**src/hw/rtl/dpsr_pkg.sv**
```systemverilog
// shared types, constants and microcode encodings of the distance pd speed regulator
package dpsr_pkg;

    localparam int unsigned FAST_ERROR_THRESHOLD = 128;
    localparam int unsigned FAST_JUMP_THRESHOLD  = 48;
    localparam int unsigned SPEED_CEILING        = 80;

    localparam int unsigned UPC_W = 3;

    localparam logic [UPC_W-1:0] UPC_SEED = 3'd2;
    localparam logic [UPC_W-1:0] UPC_ERR  = 3'd3;

    localparam logic [16:0] FAST_ERR_LIM  = 17'(FAST_ERROR_THRESHOLD);
    localparam logic [24:0] FAST_JUMP_LIM = 25'(FAST_JUMP_THRESHOLD * 256);
    localparam logic [24:0] SPEED_CEIL_Q8 = 25'(SPEED_CEILING * 256);
    localparam logic [23:0] FILT_MAX      = 24'hFF_FFFF;

    typedef enum logic [2:0] {
        CFG_KP_GAIN         = 3'd0,
        CFG_KD_GAIN         = 3'd1,
        CFG_TARGET_DISTANCE = 3'd2,
        CFG_DEADBAND_WIDTH  = 3'd3,
        CFG_CORRECTION_MIN  = 3'd4,
        CFG_CORRECTION_MAX  = 3'd5,
        CFG_FAST_ALPHA      = 3'd6,
        CFG_SLOW_ALPHA      = 3'd7
    } t_cfg_idx;

    typedef enum logic [1:0] {
        MUL_NONE,
        MUL_ALPHA,
        MUL_KP,
        MUL_KD
    } t_mul_sel;

    typedef enum logic [2:0] {
        OP_NOP,
        OP_FILT_UPD,
        OP_FILT_SEED,
        OP_ERR,
        OP_ACC_LD,
        OP_CORR,
        OP_OUT
    } t_dp_op;

    typedef enum logic [1:0] {
        COND_NEXT,
        COND_JUMP,
        COND_UNSEEDED,
        COND_END
    } t_cond;

    typedef enum logic {
        SEQ_IDLE,
        SEQ_RUN
    } t_seq_state;

    typedef struct packed {
        t_mul_sel         mul_sel;
        t_dp_op           op;
        t_cond            cond;
        logic [UPC_W-1:0] target;
    } t_uword;

    typedef struct packed {
        logic     accept;
        t_mul_sel mul_sel;
        t_dp_op   op;
    } t_dp_ctrl;

    typedef struct packed {
        logic unseeded;
        logic out_free;
    } t_dp_status;

endpackage

```
**src/hw/rtl/distance_pd_speed_regulator.sv**
```systemverilog
// top level of the distance pd speed regulator
// each request runs 7 microprogram steps after it is accepted; the last step loads the result register
// a new request is taken only once all 7 steps of the last one are through, on one shared multiplier
// the next request is taken while a result waits; a full result register stalls the last step
// reset: synchronous active low, restores register defaults and clears filter, seed flag
// and previous error
module distance_pd_speed_regulator (
    input  logic        i_clk,
    input  logic        i_rst_n,
    input  logic        i_cfg_we,
    input  logic [2:0]  i_cfg_idx,
    input  logic [15:0] i_cfg_wdata,
    input  logic        s_tvalid,
    output logic        s_tready,
    input  logic [31:0] s_tdata,   // distance_sample, base_speed
    input  logic        s_tuser,   // restart_filter
    output logic        m_tvalid,
    input  logic        m_tready,
    output logic [23:0] m_tdata    // speed_command, correction, zero pad
);

    dpsr_pkg::t_dp_ctrl   w_ctrl;
    dpsr_pkg::t_dp_status w_status;

    dpsr_sequencer u_seq (
        .i_clk      (i_clk),
        .i_rst_n    (i_rst_n),
        .i_in_valid (s_tvalid),
        .o_in_ready (s_tready),
        .i_status   (w_status),
        .o_ctrl     (w_ctrl)
    );

    dpsr_datapath u_dp (
        .i_clk        (i_clk),
        .i_rst_n      (i_rst_n),
        .i_cfg_we     (i_cfg_we),
        .i_cfg_idx    (i_cfg_idx),
        .i_cfg_wdata  (i_cfg_wdata),
        .i_in_data    (s_tdata),
        .i_in_restart (s_tuser),
        .i_ctrl       (w_ctrl),
        .o_status     (w_status),
        .o_out_valid  (m_tvalid),
        .i_out_ready  (m_tready),
        .o_out_data   (m_tdata)
    );

endmodule

```
**src/hw/rtl/dpsr_ucode_rom.sv**
```systemverilog
// microprogram store of the regulator sequencer
module dpsr_ucode_rom (
    input  logic [dpsr_pkg::UPC_W-1:0] i_pc,
    output dpsr_pkg::t_uword           o_word
);

    always_comb begin
        unique case (i_pc)
            3'd0: o_word = '{dpsr_pkg::MUL_ALPHA, dpsr_pkg::OP_NOP,
                             dpsr_pkg::COND_UNSEEDED, dpsr_pkg::UPC_SEED};
            3'd1: o_word = '{dpsr_pkg::MUL_NONE, dpsr_pkg::OP_FILT_UPD,
                             dpsr_pkg::COND_JUMP, dpsr_pkg::UPC_ERR};
            3'd2: o_word = '{dpsr_pkg::MUL_NONE, dpsr_pkg::OP_FILT_SEED,
                             dpsr_pkg::COND_NEXT, dpsr_pkg::UPC_ERR};
            3'd3: o_word = '{dpsr_pkg::MUL_NONE, dpsr_pkg::OP_ERR,
                             dpsr_pkg::COND_NEXT, dpsr_pkg::UPC_ERR};
            3'd4: o_word = '{dpsr_pkg::MUL_KP, dpsr_pkg::OP_NOP,
                             dpsr_pkg::COND_NEXT, dpsr_pkg::UPC_ERR};
            3'd5: o_word = '{dpsr_pkg::MUL_KD, dpsr_pkg::OP_ACC_LD,
                             dpsr_pkg::COND_NEXT, dpsr_pkg::UPC_ERR};
            3'd6: o_word = '{dpsr_pkg::MUL_NONE, dpsr_pkg::OP_CORR,
                             dpsr_pkg::COND_NEXT, dpsr_pkg::UPC_ERR};
            3'd7: o_word = '{dpsr_pkg::MUL_NONE, dpsr_pkg::OP_OUT,
                             dpsr_pkg::COND_END, dpsr_pkg::UPC_ERR};
        endcase
    end

endmodule

```
**src/hw/rtl/dpsr_sequencer.sv**
```systemverilog
// step counter and jump logic that walks the microprogram
module dpsr_sequencer (
    input  logic                 i_clk,
    input  logic                 i_rst_n,
    input  logic                 i_in_valid,
    output logic                 o_in_ready,
    input  dpsr_pkg::t_dp_status i_status,
    output dpsr_pkg::t_dp_ctrl   o_ctrl
);

    dpsr_pkg::t_seq_state         r_state, n_state;
    logic [dpsr_pkg::UPC_W-1:0]   r_pc, n_pc;
    dpsr_pkg::t_uword             w_word;
    logic                         w_run;
    logic                         w_stall;
    logic                         w_accept;

    dpsr_ucode_rom u_rom (
        .i_pc   (r_pc),
        .o_word (w_word)
    );

    assign w_run    = (r_state == dpsr_pkg::SEQ_RUN);
    assign w_stall  = w_run && (w_word.op == dpsr_pkg::OP_OUT) && !i_status.out_free;
    assign w_accept = i_in_valid && (r_state == dpsr_pkg::SEQ_IDLE);

    always_comb begin
        n_state = r_state;
        n_pc    = r_pc;
        unique case (r_state)
            dpsr_pkg::SEQ_IDLE: begin
                if (w_accept) begin
                    n_state = dpsr_pkg::SEQ_RUN;
                    n_pc    = '0;
                end
            end
            dpsr_pkg::SEQ_RUN: begin
                if (!w_stall) begin
                    unique case (w_word.cond)
                        dpsr_pkg::COND_NEXT: n_pc = r_pc + 1'b1;
                        dpsr_pkg::COND_JUMP: n_pc = w_word.target;
                        dpsr_pkg::COND_UNSEEDED:
                            n_pc = i_status.unseeded ? w_word.target : r_pc + 1'b1;
                        dpsr_pkg::COND_END: n_state = dpsr_pkg::SEQ_IDLE;
                    endcase
                end
            end
        endcase
    end

    always_comb begin
        o_in_ready     = (r_state == dpsr_pkg::SEQ_IDLE);
        o_ctrl.accept  = w_accept;
        o_ctrl.mul_sel = (w_run && !w_stall) ? w_word.mul_sel : dpsr_pkg::MUL_NONE;
        o_ctrl.op      = (w_run && !w_stall) ? w_word.op : dpsr_pkg::OP_NOP;
    end

    always_ff @(posedge i_clk) begin
        if (!i_rst_n) begin
            r_state <= dpsr_pkg::SEQ_IDLE;
            r_pc    <= '0;
        end else begin
            r_state <= n_state;
            r_pc    <= n_pc;
        end
    end

endmodule

```
**src/hw/rtl/dpsr_datapath.sv**
```systemverilog
// config registers, filter and pd datapath with one shared multiplier, result register
module dpsr_datapath (
    input  logic                 i_clk,
    input  logic                 i_rst_n,
    input  logic                 i_cfg_we,
    input  logic [2:0]           i_cfg_idx,
    input  logic [15:0]          i_cfg_wdata,
    input  logic [31:0]          i_in_data,
    input  logic                 i_in_restart,
    input  dpsr_pkg::t_dp_ctrl   i_ctrl,
    output dpsr_pkg::t_dp_status o_status,
    output logic                 o_out_valid,
    input  logic                 i_out_ready,
    output logic [23:0]          o_out_data
);

    logic        [15:0] r_kp, r_kd, r_target, r_db;
    logic signed [15:0] r_cmin, r_cmax;
    logic        [8:0]  r_afast, r_aslow;

    logic        [15:0] r_sample;
    logic signed [15:0] r_nominal;
    logic        [23:0] r_filt;
    logic               r_seeded;
    logic signed [17:0] r_prev;
    logic signed [24:0] r_diff;
    logic               r_fast;
    logic signed [17:0] r_err;
    logic signed [18:0] r_de;
    logic signed [41:0] r_prod;
    logic signed [41:0] r_acc;
    logic signed [15:0] r_corr;
    logic               r_ovalid;
    logic        [6:0]  r_speed;
    logic signed [15:0] r_corr_out;

    // accept-cycle filter pre-work
    logic        [15:0] w_sample;
    logic        [23:0] w_filt_eff;
    logic signed [24:0] w_diff;
    logic        [24:0] w_diff_abs;
    logic signed [16:0] w_serr;
    logic        [16:0] w_serr_abs;

    logic signed [16:0] w_ma;
    logic signed [24:0] w_mb;
    logic signed [41:0] w_mprod;

    logic signed [41:0] w_rnd, w_inc, w_fsum;
    logic        [23:0] w_fnext;

    logic        [24:0] w_eround;
    logic signed [17:0] w_e0, w_db, w_eband;

    logic signed [41:0] w_pdsum, w_cfull, w_cmin, w_cmax;
    logic signed [15:0] w_corr;

    logic signed [24:0] w_s;
    logic        [6:0]  w_speed;
    logic               w_out_free;

    // configuration registers
    always_ff @(posedge i_clk) begin
        if (!i_rst_n) begin
            r_kp     <= 16'd102;
            r_kd     <= 16'd5120;
            r_target <= 16'd320;
            r_db     <= 16'd0;
            r_cmin   <= -16'sd9472;
            r_cmax   <= 16'sd2048;
            r_afast  <= 9'd102;
            r_aslow  <= 9'd64;
        end else if (i_cfg_we) begin
            unique case (dpsr_pkg::t_cfg_idx'(i_cfg_idx))
                dpsr_pkg::CFG_KP_GAIN:         r_kp     <= i_cfg_wdata;
                dpsr_pkg::CFG_KD_GAIN:         r_kd     <= i_cfg_wdata;
                dpsr_pkg::CFG_TARGET_DISTANCE: r_target <= i_cfg_wdata;
                dpsr_pkg::CFG_DEADBAND_WIDTH:  r_db     <= i_cfg_wdata;
                dpsr_pkg::CFG_CORRECTION_MIN:  r_cmin   <= $signed(i_cfg_wdata);
                dpsr_pkg::CFG_CORRECTION_MAX:  r_cmax   <= $signed(i_cfg_wdata);
                dpsr_pkg::CFG_FAST_ALPHA:      r_afast  <= i_cfg_wdata[8:0];
                dpsr_pkg::CFG_SLOW_ALPHA:      r_aslow  <= i_cfg_wdata[8:0];
            endcase
        end
    end

    // restart clears the filter before the jump test
    assign w_sample   = i_in_data[15:0];
    assign w_filt_eff = i_in_restart ? 24'd0 : r_filt;
    assign w_diff     = $signed({1'b0, w_sample, 8'b0}) - $signed({1'b0, w_filt_eff});
    assign w_diff_abs = w_diff[24] ? 25'(-w_diff) : w_diff;
    assign w_serr     = $signed({1'b0, w_sample}) - $signed({1'b0, r_target});
    assign w_serr_abs = w_serr[16] ? 17'(-w_serr) : w_serr;

    // shared multiplier
    always_comb begin
        unique case (i_ctrl.mul_sel)
            dpsr_pkg::MUL_ALPHA: begin
                w_ma = $signed({8'b0, (r_fast ? r_afast : r_aslow)});
                w_mb = r_diff;
            end
            dpsr_pkg::MUL_KP: begin
                w_ma = $signed({1'b0, r_kp});
                w_mb = {{7{r_err[17]}}, r_err};
            end
            dpsr_pkg::MUL_KD: begin
                w_ma = $signed({1'b0, r_kd});
                w_mb = {{6{r_de[18]}}, r_de};
            end
            dpsr_pkg::MUL_NONE: begin
                w_ma = '0;
                w_mb = '0;
            end
        endcase
    end
    assign w_mprod = w_ma * w_mb;

    // filter update with rounding and saturation
    assign w_rnd  = r_prod + 42'sd128;
    assign w_inc  = w_rnd >>> 8;
    assign w_fsum = w_inc + $signed({18'b0, r_filt});
    always_comb begin
        priority if (w_fsum < 0) begin
            w_fnext = '0;
        end else if (w_fsum > $signed({18'b0, dpsr_pkg::FILT_MAX})) begin
            w_fnext = dpsr_pkg::FILT_MAX;
        end else begin
            w_fnext = w_fsum[23:0];
        end
    end

    // error against target with deadband
    assign w_eround = {1'b0, r_filt} + 25'd128;
    assign w_e0     = $signed({1'b0, w_eround[24:8]}) - $signed({2'b0, r_target});
    assign w_db     = $signed({2'b0, r_db});
    always_comb begin
        priority if (w_e0 > w_db) begin
            w_eband = w_e0 - w_db;
        end else if (w_e0 < -w_db) begin
            w_eband = w_e0 + w_db;
        end else begin
            w_eband = '0;
        end
    end

    // pd sum, scale and clamp
    assign w_pdsum = r_acc + r_prod;
    assign w_cfull = w_pdsum >>> 4;
    assign w_cmin  = {{26{r_cmin[15]}}, r_cmin};
    assign w_cmax  = {{26{r_cmax[15]}}, r_cmax};
    always_comb begin
        priority if (w_cfull > w_cmax) begin
            w_corr = r_cmax;
        end else if (w_cfull < w_cmin) begin
            w_corr = r_cmin;
        end else begin
            w_corr = w_cfull[15:0];
        end
    end

    // speed command
    assign w_s = $signed({r_nominal[15], r_nominal, 8'b0})
               + $signed({{9{r_corr[15]}}, r_corr});
    always_comb begin
        priority if (w_s > $signed(dpsr_pkg::SPEED_CEIL_Q8)) begin
            w_speed = dpsr_pkg::SPEED_CEIL_Q8[14:8];
        end else if (w_s < 0) begin
            w_speed = '0;
        end else begin
            w_speed = w_s[14:8];
        end
    end

    assign w_out_free = !r_ovalid || i_out_ready;

    // item state
    always_ff @(posedge i_clk) begin
        if (!i_rst_n) begin
            r_filt   <= '0;
            r_seeded <= 1'b0;
            r_prev   <= '0;
        end else begin
            if (i_ctrl.accept && i_in_restart) begin
                r_filt   <= '0;
                r_seeded <= 1'b0;
                r_prev   <= '0;
            end
            unique case (i_ctrl.op)
                dpsr_pkg::OP_FILT_UPD: r_filt <= w_fnext;
                dpsr_pkg::OP_FILT_SEED: begin
                    r_filt   <= {r_sample, 8'b0};
                    r_seeded <= 1'b1;
                end
                dpsr_pkg::OP_CORR: r_prev <= r_err;
                dpsr_pkg::OP_NOP, dpsr_pkg::OP_ERR, dpsr_pkg::OP_ACC_LD,
                dpsr_pkg::OP_OUT: ;
            endcase
        end
    end

    // working registers
    always_ff @(posedge i_clk) begin
        if (i_ctrl.accept) begin
            r_sample  <= w_sample;
            r_nominal <= $signed(i_in_data[31:16]);
            r_diff    <= w_diff;
            r_fast    <= (w_serr_abs >= dpsr_pkg::FAST_ERR_LIM)
                      || (w_diff_abs >= dpsr_pkg::FAST_JUMP_LIM);
        end
        if (i_ctrl.mul_sel != dpsr_pkg::MUL_NONE) begin
            r_prod <= w_mprod;
        end
        if (i_ctrl.mul_sel == dpsr_pkg::MUL_KP) begin
            r_de <= $signed({r_err[17], r_err}) - $signed({r_prev[17], r_prev});
        end
        if (i_ctrl.op == dpsr_pkg::OP_ERR) begin
            r_err <= w_eband;
        end
        if (i_ctrl.op == dpsr_pkg::OP_ACC_LD) begin
            r_acc <= r_prod;
        end
        if (i_ctrl.op == dpsr_pkg::OP_CORR) begin
            r_corr <= w_corr;
        end
        if (i_ctrl.op == dpsr_pkg::OP_OUT) begin
            r_speed    <= w_speed;
            r_corr_out <= r_corr;
        end
    end

    // result register
    always_ff @(posedge i_clk) begin
        if (!i_rst_n) begin
            r_ovalid <= 1'b0;
        end else if (i_ctrl.op == dpsr_pkg::OP_OUT) begin
            r_ovalid <= 1'b1;
        end else if (i_out_ready) begin
            r_ovalid <= 1'b0;
        end
    end

    assign o_status.unseeded = !r_seeded;
    assign o_status.out_free = w_out_free;
    assign o_out_valid       = r_ovalid;
    assign o_out_data        = {1'b0, r_corr_out, r_speed};

endmodule
```
**config.mk**
```make
export PLATFORM = sky130hd
export DESIGN_NAME = distance_pd_speed_regulator
export DESIGN_NICKNAME = d
export VERILOG_FILES = /design/src/hw/rtl/dpsr_pkg.sv /design/src/hw/rtl/distance_pd_speed_regulator.sv /design/src/hw/rtl/dpsr_ucode_rom.sv /design/src/hw/rtl/dpsr_sequencer.sv /design/src/hw/rtl/dpsr_datapath.sv
export SDC_FILE = /design/constraint.sdc
export NUM_CORES = 2
export LEC_CHECK = 0
export ABC_AREA = 1
export BUFFER_PORTS_ARGS = -buffer_cell sky130_fd_sc_hd__buf_2
export CAP_MARGIN = 20
export CELL_PAD_IN_SITES_DETAIL_PLACEMENT = 1
export CELL_PAD_IN_SITES_GLOBAL_PLACEMENT = 1
export CORE_ASPECT_RATIO = 1.1
export CORE_MARGIN = 2
export CORE_UTILIZATION = 50
export CTS_BUF_LIST = sky130_fd_sc_hd__clkbuf_2 sky130_fd_sc_hd__clkbuf_4 sky130_fd_sc_hd__clkbuf_8
export DETAILED_ROUTE_END_ITERATION = 16
export PLACE_DENSITY = 0.89
export SLEW_MARGIN = 20
export SYNTH_ARGS = -nofsm -noshare
export SYNTH_HDL_FRONTEND = slang
export SYNTH_SLANG_ARGS = --single-unit
```
**constraint.sdc**
```tcl
create_clock -name i_clk -period 10.13 [get_ports i_clk]
set_clock_uncertainty 0.2 [all_clocks]
set_input_delay 0.5065 -clock i_clk [delete_from_list [all_inputs] [get_ports i_clk]]
set_output_delay 0.5065 -clock i_clk [all_outputs]
set_load 0.01 [all_outputs]
```
# Word-level counts from Yosys, hierarchy flattened
# Memory sizes are Yosys's and may differ from the RTL's. A register that Yosys moved wholly into a read port is not among the register bits.
# Index checks and enable logic that the tools add are counted.
# totals
ff_bits,380
latchBits,0
ramBits,0
romBits,64
inputBits,57
out_inout_bits,26
word_cells,139
n_memories,1
# op_classes
add_sub_neg,15
mul,1
n_div,0
n_lt_le_gt_ge,10
n_eq_ne,23
shift,0
mux,34
n_bitwise,1
reduce_logical,28
# memory_table
name,words,width,read_ports,rd_clocked_by_memory_dff,wr,line_no,source
(name not given),8,8,1,1,0,dpsr_ucode_rom.sv:8,unique case (i_pc)
# op_table
operator,count
$pmux 25 s4,1
$mux 24,4
$mux 18,4
$pmux 17 s4,1
$pmux 24 s2,1
$add 42x42->42,1
$add 42x9->42 const B,1
$gt 42x25->1 const B,1
$lt 42x1->1 const B,1
$mul 17x25->42,1
$gt 38x16->1,1
$lt 38x16->1,1
$add 34x25->35,1
$mux 16,2
$add 24x16->25,1
$add 24x8->25 const B,1
$ge 25x14->1 const B,1
$gt 25x16->1 const B,1
$lt 25x1->1 const B,1
$mux 25,1
$neg 25->25,1
$sub 24x24->25,1
$eq 3x3->1 const B,8
$sub 18x18->19,1
other kinds (37),74

# Longest topological paths before layout
# depth
ltp_word,10
depth_mapped,43
mapped_depth_nobuf,41

# Cells and area by module
# Synthesis repeated with hierarchy kept, for this count alone.
# unflattened
hier_cells,5608
area_unflattened_um2,43107.6
# by_module_without_submodules
module,n_inst,cells_per_inst,area_per_inst_um2,seq_area_each_um2
dpsr_datapath,1,5521,42600.9,9709.3
dpsr_sequencer,1,66,406.6,80.1
dpsr_ucode_rom,1,21,100.1,0.0

# Worst setup path after synthesis
# No wires, ideal clock.
# synth_path
kind,input to register
from,input port m_tready
to,"register u_dp.r_prod[38], data pin"
setup_time_ns,0.264
arrival_ns,7.660
required_ns,9.666
path_slack_ns,2.007
stages,31
path_buffers,2
cell_sequence,nor2_1 > inv_1 > nor2_1 > nor2_2 > inv_2 > nor2_1 > inv_1 > nor2_2 > clkbuf_1 > nand2_1 > a31oi_1 > buf_2 > nand2_1 > fa_1 > inv_1 > fa_1 > fa_1 > fa_1 > fa_1 > inv_1 > fa_1 > inv_1 > ha_1 > nand2_1 > nor3_1 > nand2_1 > o21ai_0 > nand3_1 > nand2_1 > a31oi_1 > xor2_1
# synth_via
elab_chain_len,9
elab_cells_between_ends,13
classes_between,1 x mul; 3 x eq/ne; 3 x mux; 6 x reduce/logical
# synth_rtl
element,line_no,source
from (decl),distance_pd_speed_regulator.sv:18,"input logic m_tready,"
$logic_or 1x1->1 *,dpsr_datapath.sv:174,assign w_out_free = !r_ovalid || i_out_ready;
$logic_not 1->1 *,dpsr_sequencer.sv:24,assign w_stall = w_run && (w_word.op == dpsr_pkg::OP_OUT) && !i_status.out_free;
$logic_and 1x1->1 *,dpsr_sequencer.sv:24,
$logic_not 1->1 *,--,
$logic_and 1x1->1 *,dpsr_sequencer.sv:54,o_ctrl.mul_sel = (w_run && !w_stall) ? w_word.mul_sel : dpsr_pkg::MUL_NONE;
$mux 2 *,dpsr_sequencer.sv:54,
$eq 2x2->1 (tied with other cells),dpsr_datapath.sv:97,unique case (i_ctrl.mul_sel)
$pmux 17 s4 or $pmux 25 s4 (tied branches),dpsr_datapath.sv:97,
$mul 17x25->42 *,dpsr_datapath.sv:116,assign w_mprod = w_ma * w_mb;
named net u_dp.w_mprod[38],dpsr_datapath.sv:47,logic signed [41:0] w_mprod;
to (signal assigned),dpsr_datapath.sv:211,r_prod <= w_mprod;
to (decl),dpsr_datapath.sv:30,logic signed [41:0] r_prod;
# Mark *: on every way through the listed nets, which the timed path passes. The rest lies on a longest branch. The select of a mux whose other input is x is not followed.
# A chain may end at the register's enable or synchronous reset.

# Worst setup path after layout
# layout_path
from,register u_seq.r_state
to,"register u_dp.r_prod[32], data pin"
# layout_via
elab_chain_len,8
elab_cells_between_ends,12
classes_between,1 x mul; 3 x eq/ne; 3 x mux; 5 x reduce/logical
# layout_rtl
element,line_no,source
from (decl),dpsr_sequencer.sv:11,"dpsr_pkg::t_seq_state r_state, n_state;"
from (signal assigned),dpsr_sequencer.sv:60,r_state <= dpsr_pkg::SEQ_IDLE;
from (signal assigned),dpsr_sequencer.sv:63,r_state <= n_state;
$logic_and 1x1->1 (2 in a row),dpsr_sequencer.sv:24,
$logic_not 1->1,--,
$logic_and 1x1->1 *,dpsr_sequencer.sv:54,
$mux 2 *,dpsr_sequencer.sv:54,
$eq 2x2->1 (tied with other cells),dpsr_datapath.sv:97,
$pmux 17 s4 or $pmux 25 s4 (tied branches),dpsr_datapath.sv:97,
$mul 17x25->42 *,dpsr_datapath.sv:116,
named net u_dp.w_mprod[32],dpsr_datapath.sv:47,
# Marks and branches as above.

==> flow_summary.ini <==
[floorplanning]
die_x_microns = 284
pin_count = 83
start_util_pct = 50.6
core_area_sq_um = 85100
die_area_sq_um = 88400
dieHeight_microns = 312
rows = 112

[clock_network]
h-tree-depth = 3
numCtsBuffers = 71
cts_tree = yes
path_clk_slew_ns = 0.07
root_buffer = clkbuf_8
clock-sinks = 388
cts_buffer_depth = 3
clock_latency_ns = 0.74

[timing]
drv_slew = 0
hold_violations = 0
finalCriticalPeriod_ns = 9.87
slew_headroom_pct = 33.3
max_freq_mhz = 101
rsz0062_at_grt = no
worst_pin_slew_ns = 0.998
setup_viol = 0
fin_tns_setup_ns = 0
fin_crit_sh_pct = 97.4

[worst_setup_path]
crit_path_end_kind = flop
worstPathBufferInverterCount = 10
cp.arrival_ns = 10.08
reg2reg_from = u_seq.r_state$_SDFF_PN0_
cpMostUsedCell = fa_1
cpMaxStageDelayCell = fa_1
criticalPathCategory = flop to flop
cp_max_fo = 31
worst_r2r_endpoint = u_dp.r_prod[32]$_DFFE_PP_
worstPathRequired_ns = 10.35
reg2reg_depth = 36
slowest_delay_ns = 0.59
cp-start-kind = flop
crit_family = adder cells
r2r_slack_ns = 0.26

[synthesis]
synth_area_per_cell_sq_um = 7.69
synth_xor_area_share_pct = 5.02
synthSimpleGateAreaFrac_pct = 21.1
synth-seq-cells = 388
synth_area_sq_um = 43000
muxShareOfSynthArea_pct = 0
synth_seq_area_share_pct = 23.1
synth_cell_type_count = 62
synth_compound_area_share_pct = 10.9
synth_top_family_by_area = adder cells
synth.net_count = 6436
ys_async_sr_fraction_pct = 0
synth_edf_count = 218
synth_flop_cell = edfxtp_1
synthCells = 5597
synthAdderAreaFrac_pct = 29.7
ys_warn_count = 0

[routing]
first_iter_violations = 3101
drc_errors = 0
wl_mm = 161
wire_per_inst_microns = 23.3
ant_nets = 0
via_count = 40352
vias_per_cell = 5.83
dr.pass1.iters = 7

[place]
dp_hpwl_mm = 126
place.gp.congestion = 0.956
portBuffers = 81
placed_area_sq_um = 44800

[hold_path]
whs_path_depth = 3
worstHoldEndpoint = u_dp.r_target[8]$_SDFFE_PN1P_
holdCritPathClass = input pin to flop
holdCritStartpoint = i_cfg_wdata[8]

[grt]
grt_pass1_wl_mm = 251
grt_remaining_overflow = 0
grt_usage_pct = 36.3
grt_pass1_vias = 44515
antenna_found_initial = 6
grt_max_degree = 116

[power_and_ir_drop]
ir_drop_v = 0.000104
power.density_nw_per_um2 = 200
p_leak_uw = 0.0225

[final_layout]
design_area_sq_um = 46800
syn_to_final_growth_pct = 8.73
drive_above_1_share_pct = 6.22
nNetsFinal = 6549
fillers = 10619

[outcome]
status = complete, no violations

[flow_run]
drv_cap = 0
## routing by layer
layer | vias up | GRT usage (%) | share of wire [%] | routed length, microns
met5 | - | 0 | 0 | 0
met4 | 0 | 24.7 | 7.6 | 12200
met3 | 640 | 6.05 | 7.0 | 11300
met2 | 1694 | 62.4 | 48 | 78100
met1 | 19966 | 41.4 | 37 | 59600
li1 | 18052 | - | - | -
## metrics by stage
step                total power, uW  setup slack [ns]  hold slack [ns]  instances  utilization [%]
global placement               7040             0.679            0.225       6742             52.6
global route                   9970           0.00673           0.0445       6913             55.0
finish                         9370             0.264           0.0445       6916             55.0
detailed placement             7380             0.377            0.234       6742             52.6
CTS                            9210             0.372          0.00261       6909             55.0
floorplan                      5630              2.01            0.217       5597                -
## cells by family after synthesis
logic type               count (synthesis)
AO/OA/AOI/OAI                          842
XOR/XNOR                               246
flip-flops                             388
adder cells (fa/ha/maj)                782
AND/OR/NAND/NOR                       2195
other                                    1
buffers and inverters                 1143
## synthesized netlist by cell type (7+ instances only)
cell / n / area share (%)
edfxtp_1: 218 / 15
nor2_2: 13 / 0.19
o31ai_1: 7 / 0.12
o21a_1: 16 / 0.28
o211ai_1: 15 / 0.26
nand2_1: 1190 / 10
a21oi_1: 396 / 4.6
nor3_1: 48 / 0.56
clkinv_1: 11 / 0.096
fa_1: 398 / 19
xnor2_1: 77 / 1.6
o21ai_0: 251 / 2.9
o21bai_1: 17 / 0.30
a31oi_1: 23 / 0.33
clkbuf_1: 79 / 0.69
nand2_2: 14 / 0.20
dfxtp_1: 170 / 7.9
nand3b_1: 12 / 0.21
inv_2: 10 / 0.087
nand3_2: 7 / 0.16
nor2_1: 581 / 5.1
inv_1: 993 / 8.7
nor4_1: 14 / 0.20
o21ai_2: 11 / 0.22
o21ai_1: 14 / 0.16
nand4_1: 63 / 0.92
buf_2: 33 / 0.38
nand3_1: 225 / 2.6
nor2_4: 8 / 0.21
buf_1: 7 / 0.061
a21o_1: 14 / 0.24
o22ai_1: 12 / 0.17
xor2_1: 168 / 3.4
a22oi_1: 21 / 0.37
a21boi_0: 13 / 0.23
ha_1: 384 / 11
## area by class of cell
cell class	count	area (sq um)	share of cell area, %
multi-input combinational	4066	28800	61.5
tap	1140	1430	3.05
clock buffer	103	1270	2.72
sequential	388	9950	21.3
timing repair buffer	169	1160	2.47
antenna	7	17.5	0.0374
inverter	1014	3810	8.13
clock inverter	29	367	0.783
## registers in the layout, summed over array words and instances (netlist names), 18 cells and up
signal,count
u_dp.r_err,18
u_dp.r_filt,24
u_dp.r_prod,42
u_dp.r_diff,25
u_dp.r_de,19
u_dp.r_acc,42
u_dp.r_prev,18
## worst register-to-register path, delay by kind of cell, from the launching register on
family / cells / cell delay, ns
buf+inv: 10 / 2.03
simple gates: 11 / 1.47
xor+xnor: 1 / 0.15
fa+ha+maj: 7 / 3.53
flops: 1 / 0.49
compound gates: 7 / 1.71
## cells in the final DEF, fill, tap and decap left out, types with 11 or more instances in the layout
cell type         n
buf_2            81
a31oi_1          17
clkinv_2         13
inv_2            12
nor4_1           14
inv_1           991
nor2_4           11
clkbuf_4         23
a21boi_0         13
nand4_1          63
nand3_1         225
o21ai_1          18
nand2_2          14
fa_1            398
xor2_1          168
o21ai_2          11
o22ai_1          12
nor2_1          578
nand2_1        1189
o211ai_1         15
dlygate4sd3_1    35
o21ai_0         247
clkbuf_8         80
o21bai_1         17
edfxtp_1        218
buf_4            52
nor3_1           48
clkinv_1         13
nand3b_1         12
dfxtp_1         170
xnor2_1          77
ha_1            384
a22oi_1          19
a21o_1           14
o21a_1           16
nor2_2           13
a21oi_1         396
## worst max path at each step
stage | from | end | slack, ns | cells past startpoint
global placement | m_tready | u_dp.r_prod[32]$_DFFE_PP_ | 0.68 | 34
finish | u_seq.r_state$_SDFF_PN0_ | u_dp.r_prod[32]$_DFFE_PP_ | 0.26 | 36
global route | u_seq.r_state$_SDFF_PN0_ | u_dp.r_prod[32]$_DFFE_PP_ | 0.007 | 36
CTS | u_seq.r_state$_SDFF_PN0_ | u_dp.r_prod[32]$_DFFE_PP_ | 0.37 | 36
floorplan | m_tready | u_dp.r_prod[38]$_DFFE_PP_ | 2.01 | 31
detailed placement | m_tready | u_dp.r_prod[40]$_DFFE_PP_ | 0.38 | 36
## what timing repair did
| item | CTS | global route |
|---|---|---|
| buffers inserted | 0 | 0 |
| hold endpoints to repair | 34 | 0 |
| hold buffers | 35 | 0 |
| setup endpoints to repair | 0 | 10 |
| resized for setup | 0 | 3 |
## where the power goes
part | internal, uW | leakage (uW) | switching [uW]
clock | 1000 | 0.000866 | 786
combinational | 1750 | 0.0183 | 3680
sequential | 1920 | 0.00340 | 234
Note: power is estimated with default switching activity, not from simulation.
